===== config.mk =====
export PLATFORM = sky130hd
export DESIGN_NAME = broadcast_transaction_table_top
export DESIGN_NICKNAME = d
export VERILOG_FILES = /design/src/sv/bbt_pkg.sv /design/src/sv/bbt_front.sv /design/src/sv/bbt_queue.sv /design/src/sv/bbt_back.sv /design/src/sv/broadcast_transaction_table_top.sv
export VERILOG_INCLUDE_DIRS = /design/src /design/src/sv
export SDC_FILE = /design/constraint.sdc
export NUM_CORES = 1
export LEC_CHECK = 0
export ABC_AREA = 1
export BUFFER_PORTS_ARGS = -buffer_cell sky130_fd_sc_hd__buf_2
export CAP_MARGIN = 10
export CORE_ASPECT_RATIO = 1.25
export CORE_MARGIN = 2
export CORE_UTILIZATION = 56
export CTS_CLUSTER_SIZE = 8
export DETAILED_ROUTE_END_ITERATION = 6
export PLACE_DENSITY = 0.76
export SLEW_MARGIN = 5
export SYNTH_ARGS = -nofsm -noshare
export SYNTH_HDL_FRONTEND = slang
export SYNTH_HIERARCHICAL = 1
export SYNTH_SLANG_ARGS = --single-unit

===== constraint.sdc =====
create_clock -name clock -period 4.6 [get_ports clock]
set_clock_uncertainty 0.15 [all_clocks]
set_input_delay 0.23 -clock clock [delete_from_list [all_inputs] [get_ports clock]]
set_output_delay 0.23 -clock clock [all_outputs]
set_load 0.02 [all_outputs]

===== src/sv/broadcast_transaction_table_top_assert.svh =====
// Assertion macros shared by the broadcast transaction table RTL.
// Each macro expands to one labeled concurrent assertion, disabled while the reset is high.
`ifndef BROADCAST_TRANSACTION_TABLE_TOP_ASSERT_SVH
`define BROADCAST_TRANSACTION_TABLE_TOP_ASSERT_SVH

// The consequent must hold in the same cycle as the antecedent.
`define BBT_ASSERT_SAME(lbl, clk, rst, ante, cons) \
   lbl: assert property (@(posedge clk) disable iff (rst) (ante) |-> (cons)) \
      else $error("broadcast table assertion failed");

// The consequent must hold in the cycle after the antecedent.
`define BBT_ASSERT_NEXT(lbl, clk, rst, ante, cons) \
   lbl: assert property (@(posedge clk) disable iff (rst) (ante) |=> (cons)) \
      else $error("broadcast table assertion failed");

`endif


===== src/sv/bbt_pkg.sv =====
// Package for the broadcast transaction table: sizes, codes and shared types.
// Used by every module of the block; depends on nothing.
`timescale 1ns / 1ps

package bbt_pkg;

   localparam int TABLE_ENTRIES = 16;
   localparam int IDX_W = (TABLE_ENTRIES > 1) ? $clog2(TABLE_ENTRIES) : 1;
   localparam int CNT_W = $clog2(TABLE_ENTRIES + 1);

   localparam int KIND_W   = 2;
   localparam int SRC_W    = 16;
   localparam int SEQ_W    = 8;
   localparam int EIDX_W   = 6;
   localparam int STATUS_W = 3;
   localparam int RIDX_W   = 6;
   localparam int RCNT_W   = 7;
   localparam int BYTE_W   = 8;

   localparam int CSR_ADDR_W = 3;
   localparam int CSR_DATA_W = 32;

   localparam int QUEUE_DEPTH = 2;
   localparam int QPTR_W = (QUEUE_DEPTH > 1) ? $clog2(QUEUE_DEPTH) : 1;
   localparam int QCNT_W = $clog2(QUEUE_DEPTH + 1);

   localparam logic [KIND_W-1:0] KIND_FIND   = 2'd0;
   localparam logic [KIND_W-1:0] KIND_CREATE = 2'd1;
   localparam logic [KIND_W-1:0] KIND_TICK   = 2'd2;
   localparam logic [KIND_W-1:0] KIND_RETRY  = 2'd3;

   localparam logic [STATUS_W-1:0] ST_HIT        = 3'd0;
   localparam logic [STATUS_W-1:0] ST_MISS       = 3'd1;
   localparam logic [STATUS_W-1:0] ST_CREATED    = 3'd2;
   localparam logic [STATUS_W-1:0] ST_FULL       = 3'd3;
   localparam logic [STATUS_W-1:0] ST_RETRANSMIT = 3'd4;
   localparam logic [STATUS_W-1:0] ST_RELEASED   = 3'd5;
   localparam logic [STATUS_W-1:0] ST_NONE       = 3'd6;

   localparam logic CSR_DELIVERY_TICKS = 1'b0;
   localparam logic CSR_MAX_RETRIES    = 1'b1;

   localparam logic [BYTE_W-1:0] DELIVERY_TICKS_RESET = 8'd10;
   localparam logic [BYTE_W-1:0] MAX_RETRIES_RESET    = 8'd2;

   typedef enum logic [2:0] {
      OP_FIND,
      OP_CREATE,
      OP_TICK,
      OP_RETRY,
      OP_IGNORE
   } op_type;

   typedef struct packed {
      op_type             op;
      logic [SRC_W-1:0]   src;
      logic [SEQ_W-1:0]   seq;
      logic [IDX_W-1:0]   idx;
      logic               relayed;
      logic               lost;
   } cmd_type;

   typedef enum logic [1:0] {
      BK_IDLE,
      BK_SCAN,
      BK_SINGLE
   } back_state_type;

endpackage


===== src/sv/bbt_front.sv =====
// Front end of the broadcast transaction table: takes a request word and
// classifies it into a command for the queue. Depends on bbt_pkg.
`timescale 1ns / 1ps

module bbt_front (
   input  logic                        clock,
   input  logic                        reset,
   input  logic                        start,
   output logic                        busy,
   input  logic [bbt_pkg::KIND_W-1:0]  req_kind,
   input  logic [bbt_pkg::SRC_W-1:0]   req_source_address,
   input  logic [bbt_pkg::SEQ_W-1:0]   req_sequence_number,
   input  logic [bbt_pkg::EIDX_W-1:0]  req_entry_index,
   input  logic                        req_all_relayed,
   input  logic                        req_frame_lost,
   input  logic                        queue_full,
   output logic                        push_valid,
   output bbt_pkg::cmd_type            push_cmd
);
   import bbt_pkg::*;

   logic    valid_ff, valid_in;
   cmd_type cmd_ff, cmd_in;
   cmd_type decoded;
   logic    accept;
   logic    in_range;

   // A retry aimed beyond the table is turned into a no-op here.
   assign in_range = ({1'b0, req_entry_index} < (EIDX_W + 1)'(TABLE_ENTRIES));

   always_comb begin
      decoded.src     = req_source_address;
      decoded.seq     = req_sequence_number;
      decoded.idx     = req_entry_index[IDX_W-1:0];
      decoded.relayed = req_all_relayed;
      decoded.lost    = req_frame_lost;
      unique case (req_kind)
         KIND_FIND:   decoded.op = OP_FIND;
         KIND_CREATE: decoded.op = OP_CREATE;
         KIND_TICK:   decoded.op = OP_TICK;
         KIND_RETRY:  decoded.op = in_range ? OP_RETRY : OP_IGNORE;
         default:     decoded.op = OP_IGNORE;
      endcase
   end

   assign busy       = valid_ff && queue_full;
   assign accept     = start && !busy;
   assign push_valid = valid_ff;
   assign push_cmd   = cmd_ff;

   always_comb begin
      valid_in = accept || (valid_ff && queue_full);
      cmd_in   = accept ? decoded : cmd_ff;
   end

   always_ff @(posedge clock) begin
      if (reset) begin
         valid_ff <= 1'b0;
      end else begin
         valid_ff <= valid_in;
      end
   end

   always_ff @(posedge clock) begin
      cmd_ff <= cmd_in;
   end

endmodule


===== src/sv/bbt_queue.sv =====
// Short command queue between the front and back of the broadcast table.
// Depends on bbt_pkg for the command type and depth.
`timescale 1ns / 1ps

module bbt_queue (
   input  logic             clock,
   input  logic             reset,
   input  logic             push,
   input  bbt_pkg::cmd_type push_cmd,
   output logic             full,
   input  logic             pop,
   output logic             empty,
   output bbt_pkg::cmd_type pop_cmd
);
   import bbt_pkg::*;

   cmd_type             slot_ff [QUEUE_DEPTH];
   logic [QPTR_W-1:0]   wptr_ff, wptr_in;
   logic [QPTR_W-1:0]   rptr_ff, rptr_in;
   logic [QCNT_W-1:0]   count_ff, count_in;
   logic                do_push, do_pop;

   assign full    = (count_ff == QCNT_W'(QUEUE_DEPTH));
   assign empty   = (count_ff == '0);
   assign pop_cmd = slot_ff[rptr_ff];
   assign do_push = push && !full;
   assign do_pop  = pop && !empty;

   always_comb begin
      wptr_in  = wptr_ff;
      rptr_in  = rptr_ff;
      count_in = count_ff;
      if (do_push) begin
         wptr_in = (wptr_ff == QPTR_W'(QUEUE_DEPTH - 1)) ? '0 : wptr_ff + 1'b1;
      end
      if (do_pop) begin
         rptr_in = (rptr_ff == QPTR_W'(QUEUE_DEPTH - 1)) ? '0 : rptr_ff + 1'b1;
      end
      if (do_push && !do_pop) begin
         count_in = count_ff + 1'b1;
      end else if (do_pop && !do_push) begin
         count_in = count_ff - 1'b1;
      end
   end

   always_ff @(posedge clock) begin
      if (reset) begin
         wptr_ff  <= '0;
         rptr_ff  <= '0;
         count_ff <= '0;
      end else begin
         wptr_ff  <= wptr_in;
         rptr_ff  <= rptr_in;
         count_ff <= count_in;
      end
   end

   always_ff @(posedge clock) begin
      if (do_push) begin
         slot_ff[wptr_ff] <= push_cmd;
      end
   end

endmodule


===== src/sv/bbt_back.sv =====
// Back end of the broadcast table: holds the records and carries out each
// command, scanning one record per cycle. Depends on bbt_pkg and the assert macros.
`timescale 1ns / 1ps
`include "broadcast_transaction_table_top_assert.svh"

module bbt_back (
   input  logic                          clock,
   input  logic                          reset,
   input  logic                          queue_empty,
   input  bbt_pkg::cmd_type              queue_cmd,
   output logic                          pop,
   input  logic [bbt_pkg::BYTE_W-1:0]    delivery_ticks,
   input  logic [bbt_pkg::BYTE_W-1:0]    max_retries,
   output logic                          rsp_strobe,
   output logic [bbt_pkg::STATUS_W-1:0]  rsp_status,
   output logic [bbt_pkg::RIDX_W-1:0]    rsp_result_index,
   output logic [bbt_pkg::RCNT_W-1:0]    rsp_records_in_use
);
   import bbt_pkg::*;

   back_state_type state_ff, state_in;
   cmd_type        cur_ff, cur_in;
   logic [IDX_W-1:0] scan_ff, scan_in;
   logic [CNT_W-1:0] count_ff, count_in;

   logic [TABLE_ENTRIES-1:0] used_ff;
   logic [TABLE_ENTRIES-1:0] pend_ff;
   logic [SRC_W-1:0]  src_ff  [TABLE_ENTRIES];
   logic [SEQ_W-1:0]  seq_ff  [TABLE_ENTRIES];
   logic [BYTE_W-1:0] life_ff [TABLE_ENTRIES];
   logic [BYTE_W-1:0] retr_ff [TABLE_ENTRIES];

   logic                strobe_ff, strobe_in;
   logic [STATUS_W-1:0] status_ff, status_in;
   logic [IDX_W-1:0]    where_ff, where_in;
   logic [CNT_W-1:0]    shown_ff, shown_in;

   logic [IDX_W-1:0]  addr;
   logic              rd_used, rd_pend;
   logic [BYTE_W-1:0] rd_life, rd_retr;
   logic              last, done;
   logic              used_set, used_clr, pend_set, pend_clr, key_we;
   logic              life_we, retr_we;
   logic [BYTE_W-1:0] life_wd, retr_wd;

   // A single read and write address: the scan counter, or the retry's target.
   assign addr    = (state_ff == BK_SINGLE) ? cur_ff.idx : scan_ff;
   assign rd_used = used_ff[addr];
   assign rd_pend = pend_ff[addr];
   assign rd_life = life_ff[addr];
   assign rd_retr = retr_ff[addr];
   assign last    = (scan_ff == IDX_W'(TABLE_ENTRIES - 1));

   always_comb begin
      state_in  = state_ff;
      cur_in    = cur_ff;
      scan_in   = scan_ff;
      count_in  = count_ff;
      pop       = 1'b0;
      done      = 1'b0;
      status_in = ST_NONE;
      where_in  = '0;
      used_set  = 1'b0;
      used_clr  = 1'b0;
      pend_set  = 1'b0;
      pend_clr  = 1'b0;
      key_we    = 1'b0;
      life_we   = 1'b0;
      life_wd   = rd_life;
      retr_we   = 1'b0;
      retr_wd   = rd_retr;

      unique case (state_ff)
         BK_IDLE: begin
            if (!queue_empty) begin
               pop     = 1'b1;
               cur_in  = queue_cmd;
               scan_in = '0;
               if (queue_cmd.op == OP_RETRY || queue_cmd.op == OP_IGNORE) begin
                  state_in = BK_SINGLE;
               end else begin
                  state_in = BK_SCAN;
               end
            end
         end
         BK_SCAN: begin
            unique case (cur_ff.op)
               OP_FIND: begin
                  if (rd_used && src_ff[addr] == cur_ff.src && seq_ff[addr] == cur_ff.seq) begin
                     done      = 1'b1;
                     status_in = ST_HIT;
                     where_in  = scan_ff;
                  end else if (last) begin
                     done      = 1'b1;
                     status_in = ST_MISS;
                  end
               end
               OP_CREATE: begin
                  if (!rd_used) begin
                     used_set  = 1'b1;
                     pend_set  = 1'b1;
                     key_we    = 1'b1;
                     life_we   = 1'b1;
                     life_wd   = delivery_ticks;
                     retr_we   = 1'b1;
                     retr_wd   = '0;
                     count_in  = count_ff + 1'b1;
                     done      = 1'b1;
                     status_in = ST_CREATED;
                     where_in  = scan_ff;
                  end else if (last) begin
                     done      = 1'b1;
                     status_in = ST_FULL;
                  end
               end
               OP_TICK: begin
                  if (rd_used) begin
                     life_we = 1'b1;
                     life_wd = (rd_life == '0) ? '0 : rd_life - 1'b1;
                     // An expired record goes only once its transmission is over.
                     if (life_wd == '0 && !rd_pend) begin
                        used_clr = 1'b1;
                        count_in = count_ff - 1'b1;
                     end
                  end
                  done = last;
               end
               default: begin
                  done = 1'b1;
               end
            endcase
            if (done) begin
               state_in = BK_IDLE;
            end else begin
               scan_in = scan_ff + 1'b1;
            end
         end
         BK_SINGLE: begin
            done     = 1'b1;
            state_in = BK_IDLE;
            if (cur_ff.op == OP_RETRY && rd_used) begin
               if (!rd_pend) begin
                  status_in = ST_RELEASED;
               end else begin
                  retr_we = 1'b1;
                  retr_wd = rd_retr + 1'b1;
                  if (retr_wd >= max_retries || cur_ff.relayed || cur_ff.lost) begin
                     pend_clr  = 1'b1;
                     status_in = ST_RELEASED;
                  end else begin
                     status_in = ST_RETRANSMIT;
                  end
               end
            end
         end
         default: begin
            state_in = BK_IDLE;
         end
      endcase

      strobe_in = done;
      shown_in  = count_in;
   end

   always_ff @(posedge clock) begin
      if (reset) begin
         state_ff  <= BK_IDLE;
         count_ff  <= '0;
         used_ff   <= '0;
         pend_ff   <= '0;
         strobe_ff <= 1'b0;
      end else begin
         state_ff  <= state_in;
         count_ff  <= count_in;
         strobe_ff <= strobe_in;
         if (used_set) begin
            used_ff[addr] <= 1'b1;
         end
         if (used_clr) begin
            used_ff[addr] <= 1'b0;
         end
         if (pend_set) begin
            pend_ff[addr] <= 1'b1;
         end
         if (pend_clr) begin
            pend_ff[addr] <= 1'b0;
         end
      end
   end

   always_ff @(posedge clock) begin
      cur_ff    <= cur_in;
      scan_ff   <= scan_in;
      status_ff <= status_in;
      where_ff  <= where_in;
      shown_ff  <= shown_in;
      if (key_we) begin
         src_ff[addr] <= cur_ff.src;
         seq_ff[addr] <= cur_ff.seq;
      end
      if (life_we) begin
         life_ff[addr] <= life_wd;
      end
      if (retr_we) begin
         retr_ff[addr] <= retr_wd;
      end
   end

   assign rsp_strobe         = strobe_ff;
   assign rsp_status         = status_ff;
   assign rsp_result_index   = RIDX_W'(where_ff);
   assign rsp_records_in_use = RCNT_W'(shown_ff);

   `BBT_ASSERT_NEXT(a_one_word_per_command, clock, reset, strobe_ff, !strobe_ff)
   `BBT_ASSERT_SAME(a_count_matches_used, clock, reset, 1'b1,
                    count_ff == CNT_W'($countones(used_ff)))
   `BBT_ASSERT_SAME(a_count_in_range, clock, reset, 1'b1,
                    count_ff <= CNT_W'(TABLE_ENTRIES))
   `BBT_ASSERT_SAME(a_scan_ops_only, clock, reset, state_ff == BK_SCAN,
                    cur_ff.op == OP_FIND || cur_ff.op == OP_CREATE || cur_ff.op == OP_TICK)

endmodule


===== src/sv/broadcast_transaction_table_top.sv =====
// Top level of the broadcast transaction table: register port, front end,
// command queue and back end. Depends on bbt_pkg, bbt_front, bbt_queue, bbt_back.
//
//   channel   handshake                     word
//   request   start in, busy out            kind, key, index, relay flags
//   result    rsp_strobe out, one cycle     status, record index, count
//   config    psel/penable/pwrite, pready   delivery_ticks, max_retries
//
// A find or create leaves the queue, then scans records from the first until a match
// or a free record, or to the last; a tick always scans every record. A retry or
// an out-of-range retry is handled without a scan. The result shows in the cycle
// after the back end finishes. The back end's one record per cycle sets the pace.
// Reset is synchronous and clears every record at once. The front keeps taking
// words until the queue and its own stage are full; the receiver never stalls.
`timescale 1ns / 1ps

module broadcast_transaction_table_top (
   input  logic                            clock,
   input  logic                            reset,
   input  logic                            start,
   output logic                            busy,
   input  logic [bbt_pkg::KIND_W-1:0]      req_kind,
   input  logic [bbt_pkg::SRC_W-1:0]       req_source_address,
   input  logic [bbt_pkg::SEQ_W-1:0]       req_sequence_number,
   input  logic [bbt_pkg::EIDX_W-1:0]      req_entry_index,
   input  logic                            req_all_relayed,
   input  logic                            req_frame_lost,
   output logic                            rsp_strobe,
   output logic [bbt_pkg::STATUS_W-1:0]    rsp_status,
   output logic [bbt_pkg::RIDX_W-1:0]      rsp_result_index,
   output logic [bbt_pkg::RCNT_W-1:0]      rsp_records_in_use,
   input  logic                            psel,
   input  logic                            penable,
   input  logic                            pwrite,
   input  logic [bbt_pkg::CSR_ADDR_W-1:0]  paddr,
   input  logic [bbt_pkg::CSR_DATA_W-1:0]  pwdata,
   output logic [bbt_pkg::CSR_DATA_W-1:0]  prdata,
   output logic                            pready
);
   import bbt_pkg::*;

   logic [BYTE_W-1:0] delivery_ff, delivery_in;
   logic [BYTE_W-1:0] retries_ff, retries_in;
   logic              csr_write;
   logic              reg_sel;

   logic    push_valid, queue_full, queue_empty, pop;
   cmd_type push_cmd, queue_cmd;

   assign pready    = 1'b1;
   assign csr_write = psel && penable && pwrite && pready;
   // Registers sit on 32-bit words; the word index picks one.
   assign reg_sel   = paddr[2];

   always_comb begin
      delivery_in = delivery_ff;
      retries_in  = retries_ff;
      if (csr_write) begin
         unique case (reg_sel)
            CSR_DELIVERY_TICKS: delivery_in = pwdata[BYTE_W-1:0];
            CSR_MAX_RETRIES:    retries_in  = pwdata[BYTE_W-1:0];
            default:            delivery_in = delivery_ff;
         endcase
      end
      unique case (reg_sel)
         CSR_DELIVERY_TICKS: prdata = CSR_DATA_W'(delivery_ff);
         CSR_MAX_RETRIES:    prdata = CSR_DATA_W'(retries_ff);
         default:            prdata = '0;
      endcase
   end

   always_ff @(posedge clock) begin
      if (reset) begin
         delivery_ff <= DELIVERY_TICKS_RESET;
         retries_ff  <= MAX_RETRIES_RESET;
      end else begin
         delivery_ff <= delivery_in;
         retries_ff  <= retries_in;
      end
   end

   bbt_front u_front (
      .clock               (clock),
      .reset               (reset),
      .start               (start),
      .busy                (busy),
      .req_kind            (req_kind),
      .req_source_address  (req_source_address),
      .req_sequence_number (req_sequence_number),
      .req_entry_index     (req_entry_index),
      .req_all_relayed     (req_all_relayed),
      .req_frame_lost      (req_frame_lost),
      .queue_full          (queue_full),
      .push_valid          (push_valid),
      .push_cmd            (push_cmd)
   );

   bbt_queue u_queue (
      .clock    (clock),
      .reset    (reset),
      .push     (push_valid),
      .push_cmd (push_cmd),
      .full     (queue_full),
      .pop      (pop),
      .empty    (queue_empty),
      .pop_cmd  (queue_cmd)
   );

   bbt_back u_back (
      .clock              (clock),
      .reset              (reset),
      .queue_empty        (queue_empty),
      .queue_cmd          (queue_cmd),
      .pop                (pop),
      .delivery_ticks     (delivery_ff),
      .max_retries        (retries_ff),
      .rsp_strobe         (rsp_strobe),
      .rsp_status         (rsp_status),
      .rsp_result_index   (rsp_result_index),
      .rsp_records_in_use (rsp_records_in_use)
   );

endmodule


==> run summary, run 1 <==
The flow ran to the end, but the final reports show violations. The checks that failed: DRC. The highest layer touched by signal routing is met4. The critical path contains buffers and inverters numbering 8 combined. The worst setup timing slack at the placement stage is 0.00172 ns. The die outline width is 230 µm.

The most numerous cell type found on the critical path is inv_2. In the detailed route, the total length drawn on met2 is 48.4 mm. The worst register-to-register path begins at u_back/state_ff[0]$_SDFFE_PP0P_. The number of flops mapped to enable cells by yosys is 776. Hold is met by 0.100 ns. Along the worst path, the maximum fanout reaches 34. The placeable core region came out at 63100 µm². Setup repair after global routing could not meet its margin everywhere. The worst-margin pin slew came out at 1.21 ns. After detailed routing, the total wire length is 96.5 mm.

The power per cell area is 732 nW/µm². The count of inserted antenna diode cells is 0. The stage delay of the slowest cell on the critical path came out at 0.92 ns. The number of antenna-violating nets in the routed design came out at 0. The total leakage power is 16.0 nW. The via total after detailed routing came out at 25.3k. The number of global-route vias before repair came to 25.1k. The number of max-slew violations in the final report was 0. In this run the critical register-to-register path is captured at u_back/src_ff[1][13]$_DFFE_PP_.

The period utilization came out at 97.4%. Cells with a size suffix above 1 make up 15.9% of the layout. Global routing used 27.6% of the available tracks.

The post-detailed-route wirelength per cell is 22.3 µm. The number of endpoints failing setup at the final stage came out at 0. The placed wire-length estimate after detailed placement is 51.6 mm.

In this run the most critical hold path is launched from req_sequence_number[5]. In this run, flip-flops and latches consume 36.0% of the power. The depth of the CTS H-tree came out at 3. The count of pins on the block boundary is 126. The area share of the leading cell type in the synthesized netlist came out at 65.1%. The share of synthesized flip-flops with an asynchronous set or reset is 0%.

The worst slew slack as a fraction of its limit came out at 19.0%. The switching part of the total power is 38.5%. The weighted congestion reported at the end of routability-driven placement is 0.905. The count of buffers added on input and output ports is 70. The slowest stage of the critical path belongs to the cell nor2_2. The endpoint class of the critical path is a flip-flop. After synthesis the cells add up to 35800 µm². The standard-cell row count came out at 103. The CTS tree is built.

The data required time at the worst endpoint is 4.73 ns. The mean cell area of the mapped netlist came out at 11.4 µm². The number of cells on the worst reg-to-reg path is 20.

The count of unique library cells instantiated by Yosys came out at 53. The class of the worst hold path is input port to flip-flop. The iteration-0 DRC count of the detailed router is 3421. The buffer depth of the longest clock path came out at 3. The worst setup path is launched from a flip-flop. The signal on the critical path passes through inv_1, ha_4, inv_4, nand2_2, nand2_4, nor2_4, buf_4, nand2_1, nand4_1, nand2_1, nand2_1, inv_2, nand2_4, inv_2, nor2_4, inv_2, nor2_2, inv_2, buf_12, nor2_2. After synthesis, the most frequently instantiated cells are edfxtp_1 (776), nand2_1 (702), nor2_1 (457). The CTS root buffer is clkbuf_16. The number of flip-flops and latches in the synthesized netlist came out at 850. After clock tree synthesis, the clock-pin slew on the worst setup and hold paths is 0.06 ns. The detailed-router iteration count before antenna repair came out at 7. The setup slack of the most critical reg-to-reg path is 0.12 ns. The number of instances on the worst hold path is 2. The detailed route wirelength on metal3 came out at 9.71 mm. The insertion delay to the later sink of the worst-skew pair came out at 0.70 ns.

Synthesis produced a netlist whose cell count is 3142. In this run, the combinational gates consume 38.7% of the power. In this design, the largest share of critical-path delay is due to simple AND/OR/NAND/NOR gates. The top cell type by total area after synthesis is edfxtp_1. The number of remaining DRC errors came out at 4. At the worst endpoint, the arrival time is 4.61 ns. The critical path start-end classification is flip-flop to flip-flop.

The aggregate global routing overflow is 0. The worst path in the final design needs a cycle of 4.48 ns, including I/O delays and setup. The power dissipated by switching net loads came out at 11.8 mW. The primary flip-flop cell chosen by synthesis mapping is edfxtp_1. Entering global routing, the biggest net connects 102 pins. The number of buffers added by the clock tree synthesis step is 116. The first-pass GRT wire length came out at 139 mm. The post-synthesis sequential area ratio is 69.2%. The via density per instance came out at 5.85.

The final number of hold-violating endpoints is 0. After synthesis, the cell types taking the most area are edfxtp_1 (65%), nand2_1 (7.4%), nor2_1 (4.8%). The cell with the most instances after synthesis is edfxtp_1. The achievable frequency is 223 MHz. For this run, the number of Yosys warnings is 6. The routed length on met1 is 33.7 mm. The slack of the critical path came out at 0.121 ns. The number of antenna violations at the first check in global routing came to 0.

The worst-case IR drop observed on VDD is 549 µV. Across the run, the number of max-cap violations was 0. The die is 287 µm tall. Per report_power, the clock group accounts for 25.3% of the total. The area of the die came out at 66000 µm². The area growth from synthesis to layout is 17.1%. The total number of clock tree sinks came out at 850. The path with the worst hold slack has its endpoint at u_front/push_cmd[11]$_DFFE_PP_. Internal power comes to 18.9 mW. The starting density of the core came out at 56.7%. For this run, the post-layout net count is 3515.
==> power by group through the flow <==
stage | Clock (mW) | Combinational, mW | Sequential, mW
final | 7.77 | 11.9 | 11.1
after global routing | 8.15 | 12.8 | 11.1
after global placement | 0 | 10.6 | 11.1
after detailed placement | 0 | 10.9 | 11.2
after CTS | 7.79 | 11.1 | 11.0
after floorplan | 0 | 7.11 | 11.0
==> what timing repair did <==
action | 4_1_cts | 5_1_grt
cloned | 0 | 17
endpoints found under the setup margin | 44 | 585
resized for setup | 2 | 40
hold buffers | 65 | 0
pin swaps | 0 | 17
buffers inserted | 0 | 13
endpoints found under the hold margin | 73 | 0
==> metrics by stage <==
step | power (mW) | utilization (%) | cell area, µm² | TNS (ns) | cells
after floorplan | 18.1 | - | 35900 | 0 | 3168
after global placement | 21.7 | 59.5 | 37600 | 0 | 4049
after detailed placement | 22.1 | 59.5 | 37600 | 0 | 4049
after CTS | 29.9 | 65.8 | 41500 | 0 | 4292
after global routing | 32.1 | 66.4 | 41900 | -1.73 | 4323
final | 30.7 | 66.4 | 41900 | 0 | 4323
==> how the worst max path moves through the flow <==
stage                                          from  cells past startpoint                              to
global placement    u_back/state_ff[0]$_SDFFE_PP0P_                     22   u_back/pend_ff[11]$_SDFF_PP0_
global route        u_back/state_ff[0]$_SDFFE_PP0P_                     28    u_back/pend_ff[7]$_SDFF_PP0_
finish              u_back/state_ff[0]$_SDFFE_PP0P_                     20  u_back/src_ff[1][13]$_DFFE_PP_
detailed placement  u_back/state_ff[0]$_SDFFE_PP0P_                     22    u_back/pend_ff[1]$_SDFF_PP0_
CTS                 u_back/state_ff[0]$_SDFFE_PP0P_                     26    u_back/pend_ff[7]$_SDFF_PP0_
floorplan           u_back/state_ff[0]$_SDFFE_PP0P_                     27   u_back/pend_ff[10]$_SDFF_PP0_
==> logic make-up after synthesis <==
group,synth area share [%]
buf+inv,5.62
flops,69.2
fa+ha+maj,0.594
compound gates,6.02
xor+xnor,0.122
mux,1.35
other cells,0.0315
simple gates,17.0
==> worst reg2reg max path, delay by kind of cell, from the launching register on <==
kind / cells / cell delay (ns)
adders and majority gates: 1 / 0.23
buffers and inverters: 8 / 1.16
DFF: 1 / 0.33
and+or+nand+nor: 11 / 2.20
==> per-layer routing <==
| metal | GRT usage, % | vias up |
|---|---|---|
| met2 | 48.4 | 1668 |
| met1 | 33.3 | 12100 |
| met3 | 4.28 | 325 |
| met5 | 0 | - |
| met4 | 13.1 | 0 |
| li1 | - | 11200 |
==> cell type report <==
type / count / area, µm²
timing repair buffer: 272 / 2240
clock inverter: 6 / 158
sequential: 850 / 24800
tap: 840 / 1050
clock buffer: 172 / 3160
inverter: 279 / 1060
multi-input combinational: 1904 / 9490
fill: 4361 / 21200
==> layout by cell type, fill, tap and decap left out, types with 17 or more instances in the layout <==
cell,instances
dlygate4sd3_1,65
buf_2,70
or2_2,67
nand4_1,18
mux2_4,30
nand3_1,115
conb_1,29
clkbuf_16,119
o21ai_0,149
edfxtp_1,776
nor2_1,447
inv_2,17
nand2_1,699
buf_4,118
o22ai_1,119
clkbuf_1,54
o211ai_1,17
inv_1,259
a21oi_1,31
nor2_4,49
dfxtp_1,72
==> sequential cells by signal (all words and copies together), names as in the netlist, 33 cells and up, named ones only <==
signal,count
u_back/cur_ff,33
u_back/life_ff,128
u_back/retr_ff,128
u_back/seq_ff,128
u_back/src_ff,256
u_front/push_cmd,33
u_queue/slot_ff,66
(Power assumes the default switching activity.)
==> run 2: changes to the inputs <==
--- a/config.mk
+++ b/config.mk
@@ -15,6 +15,7 @@
 export CTS_CLUSTER_SIZE = 8
 export DETAILED_ROUTE_END_ITERATION = 6
 export PLACE_DENSITY = 0.76
+export RECOVER_POWER = 25
 export SLEW_MARGIN = 5
 export SYNTH_ARGS = -nofsm -noshare
 export SYNTH_HDL_FRONTEND = slang
==> run 2 against run 1 <==
The flow now finishes without violations. Maximum frequency about the same. Flip-flop and latch count unchanged. Utilization about the same. Die area unchanged. Combinational power about the same.
==> run summary, run 2 (same netlist as run 1, synthesis figures left out) <==
The flow ran to the end, and the final reports show no timing, DRC or antenna violations. The detailed-router iteration count before antenna repair came out at 6. The maximum fanout along the worst path came out at 34.

Across the run, the number of max-cap violations was 0. The insertion delay to the later sink of the worst-skew pair came out at 0.70 ns. The cell sitting at the root of the clock tree is a clkbuf_16. The count of pins on the block boundary is 126. The aggregate global routing overflow came out at 0. The detailed route wirelength on metal3 is 9.48 mm. The data required time at the worst endpoint is 4.73 ns. The maximum VDD drop is 550 µV.

The number of I/O port buffers is 70. The path with the worst hold slack has its endpoint at u_front/push_cmd[11]$_DFFE_PP_. The overall die height is 287 µm. The final hold slack came out at 0.0985 ns. The number of antenna-violating nets in the routed design is 0. Setup repair after global routing could not meet its margin everywhere.

In the final layout, the share of cells above drive strength 1 is 15.7%. The placeable core region came out at 63100 µm². The CTS tree is built. In this run the most critical hold path is launched from req_sequence_number[5]. The number of endpoints failing setup at the final stage came out at 0. The endpoint class of the critical path is a flip-flop. The number of instances on the worst hold path came out at 2.

Counting I/O delays and the setup requirement, the final critical path takes 4.48 ns. The area of the die is 66000 µm². After detailed routing, the total wire length is 96.4 mm. The data arrival at the endpoint of the critical path came out at 4.60 ns. The number of global-route vias before repair came out at 25.1k. Buffers inserted during clock tree synthesis total 116. The most critical setup path has its startpoint at u_back/state_ff[0]$_SDFFE_PP0P_. The slowest stage of the critical path is the nor2_2 cell. The via total after detailed routing is 25.2k.

The final number of hold-violating endpoints is 0. Dividing total power by cell area gives a power density of 732 nW/µm². The overall global routing resource usage is 27.6%. The startpoint of the worst-slack reg-to-reg timing path is u_back/state_ff[0]$_SDFFE_PP0P_. The post-detailed-route wirelength per cell is 22.3 µm. The class of the worst hold path is input port to flip-flop. The register with the most flip-flops in the layout has 256 of them. The critical path goes through inv_1, ha_4, inv_4, nand2_2, nand2_4, nor2_4, buf_4, nand2_1, nand4_1, nand2_1, nand2_1, inv_2, nand2_4, inv_2, nor2_4, inv_2, nor2_2, inv_2, buf_12, nor2_2. The final total power came out at 30.7 mW. From left edge to right edge, the die measures 230 µm.

The starting density of the core is 56.7%. The number of antenna diodes in the final layout is 0. The clock edge transition at the registers on the reported setup and hold paths came out at 0.06 ns. The detailed-routed wire length on met2 came out at 48.6 mm. Routability-driven placement finished with a final weighted congestion of 0.905. The first global-routing pass estimated 139 mm of wire. The critical path start-end classification is flip-flop to flip-flop. The post-layout net count is 3515. The largest single stage delay on the critical path is 0.92 ns.

Derived from the worst setup path, the maximum achievable clock frequency is 223 MHz. The top register by number of flip-flops is u_back/src_ff. The period utilization came out at 97.3%.

In this run the tightest slew margin relative to its limit is 19.0%. The worst register-to-register path has a depth of 20. In the layout the commonest cells are edfxtp_1 (776), nand2_1 (699), nor2_1 (447).

By instance count, the cell type seen most on the critical path is inv_2. The via density per instance is 5.82. The HPWL after detailed placement is 51.6 mm.

The number of antenna violations at the first check in global routing was 0. After detailed routing, the number of remaining DRC violations is 0. The buffer depth of the longest clock path is 3. The number of max-slew violations in the final report came out at 0. The startpoint kind of the worst setup timing path is a flip-flop. Routed signal wires occupy layers up through met4. The most common cell after layout, fill and taps aside is edfxtp_1. The maximum number of pins on one net before global-route repair is 102. The setup slack of the most critical reg-to-reg path came out at 0.12 ns. The standard-cell row count came out at 103. The worst register-to-register path ends at u_back/src_ff[1][13]$_DFFE_PP_. The total number of clock tree sinks came out at 850.

Relative to the synthesized area, the layout overhead comes to 17.1%. The setup TNS came out at 0 ns. The total leakage power is 16.0 nW. The iteration-0 DRC count of the detailed router came out at 3418. For this block, wires on met1 add up to 33.9 mm.

At the pin with the least slew margin, the transition time is 1.21 ns. The number of filler instances in the final layout came out at 4367. CTS built an H-tree with a depth of 3.
## run 2: changes by cell type in the layout (fill, tap and decap cells not counted), sizes merged
cell / previous run / this run
clkbuf: 173 / 179
buf: 206 / 200
## run 2: per-stage QoR
stage	setup WS [ns]	utilization, %	std cells	instance area [µm²]
2_1_floorplan	0.197	-	3168	35900
5_1_grt	-0.140	66.4	4323	41900
6_report	0.124	66.4	4323	41900
3_3_place_gp	0.0695	59.5	4049	37600
4_1_cts	0.0182	65.8	4292	41500
3_5_place_dp	0.00172	59.5	4049	37600
## run 2: worst max path at each step
| stage | to | cells past startpoint |
|---|---|---|
| after CTS | u_back/pend_ff[7]$_SDFF_PP0_ | 26 |
| after global placement | u_back/pend_ff[11]$_SDFF_PP0_ | 22 |
| after floorplan | u_back/pend_ff[10]$_SDFF_PP0_ | 27 |
| after global routing | u_back/pend_ff[7]$_SDFF_PP0_ | 28 |
| after detailed placement | u_back/pend_ff[1]$_SDFF_PP0_ | 22 |
| final | u_back/src_ff[1][13]$_DFFE_PP_ | 20 |
## run 2: layout make-up
cell class | instances | area, µm² | share of cell area (%)
clock inverter | 6 | 158 | 0.376
inverter | 279 | 1060 | 2.53
timing repair buffer | 272 | 2230 | 5.32
sequential | 850 | 24800 | 59.1
multi-input combinational | 1904 | 9490 | 22.6
tap | 840 | 1050 | 2.51
clock buffer | 172 | 3160 | 7.53
## run 2: layer usage
layer	vias to the layer above	GRT usage, %
li1	11200	-
met1	12100	33.3
met2	1591	48.4
met3	291	4.28
met4	0	13.1
met5	-	0
## run 2: critical path, delay by kind of cell, from the launching register on
kind	cells	cell delay [ns]
DFF	1	0.33
adders and majority gates	1	0.23
and+or+nand+nor	11	2.16
buffers and inverters	8	1.15
## run 2: power breakdown
group	total, mW	internal [mW]	switching [mW]
clock	7.77	4.66	3.11
sequential	11.1	10.4	0.630
combinational	11.9	3.79	8.08
## run 2: repair_timing
| item | 4_1_cts | 5_1_grt |
|---|---|---|
| hold buffers | 65 | 0 |
| endpoints found under the setup margin | 44 | 585 |
| pin swaps | 0 | 17 |
| cloned | 0 | 17 |
| resized for setup | 2 | 40 |
| hold endpoints to repair | 73 | 0 |
| buffers inserted | 0 | 13 |
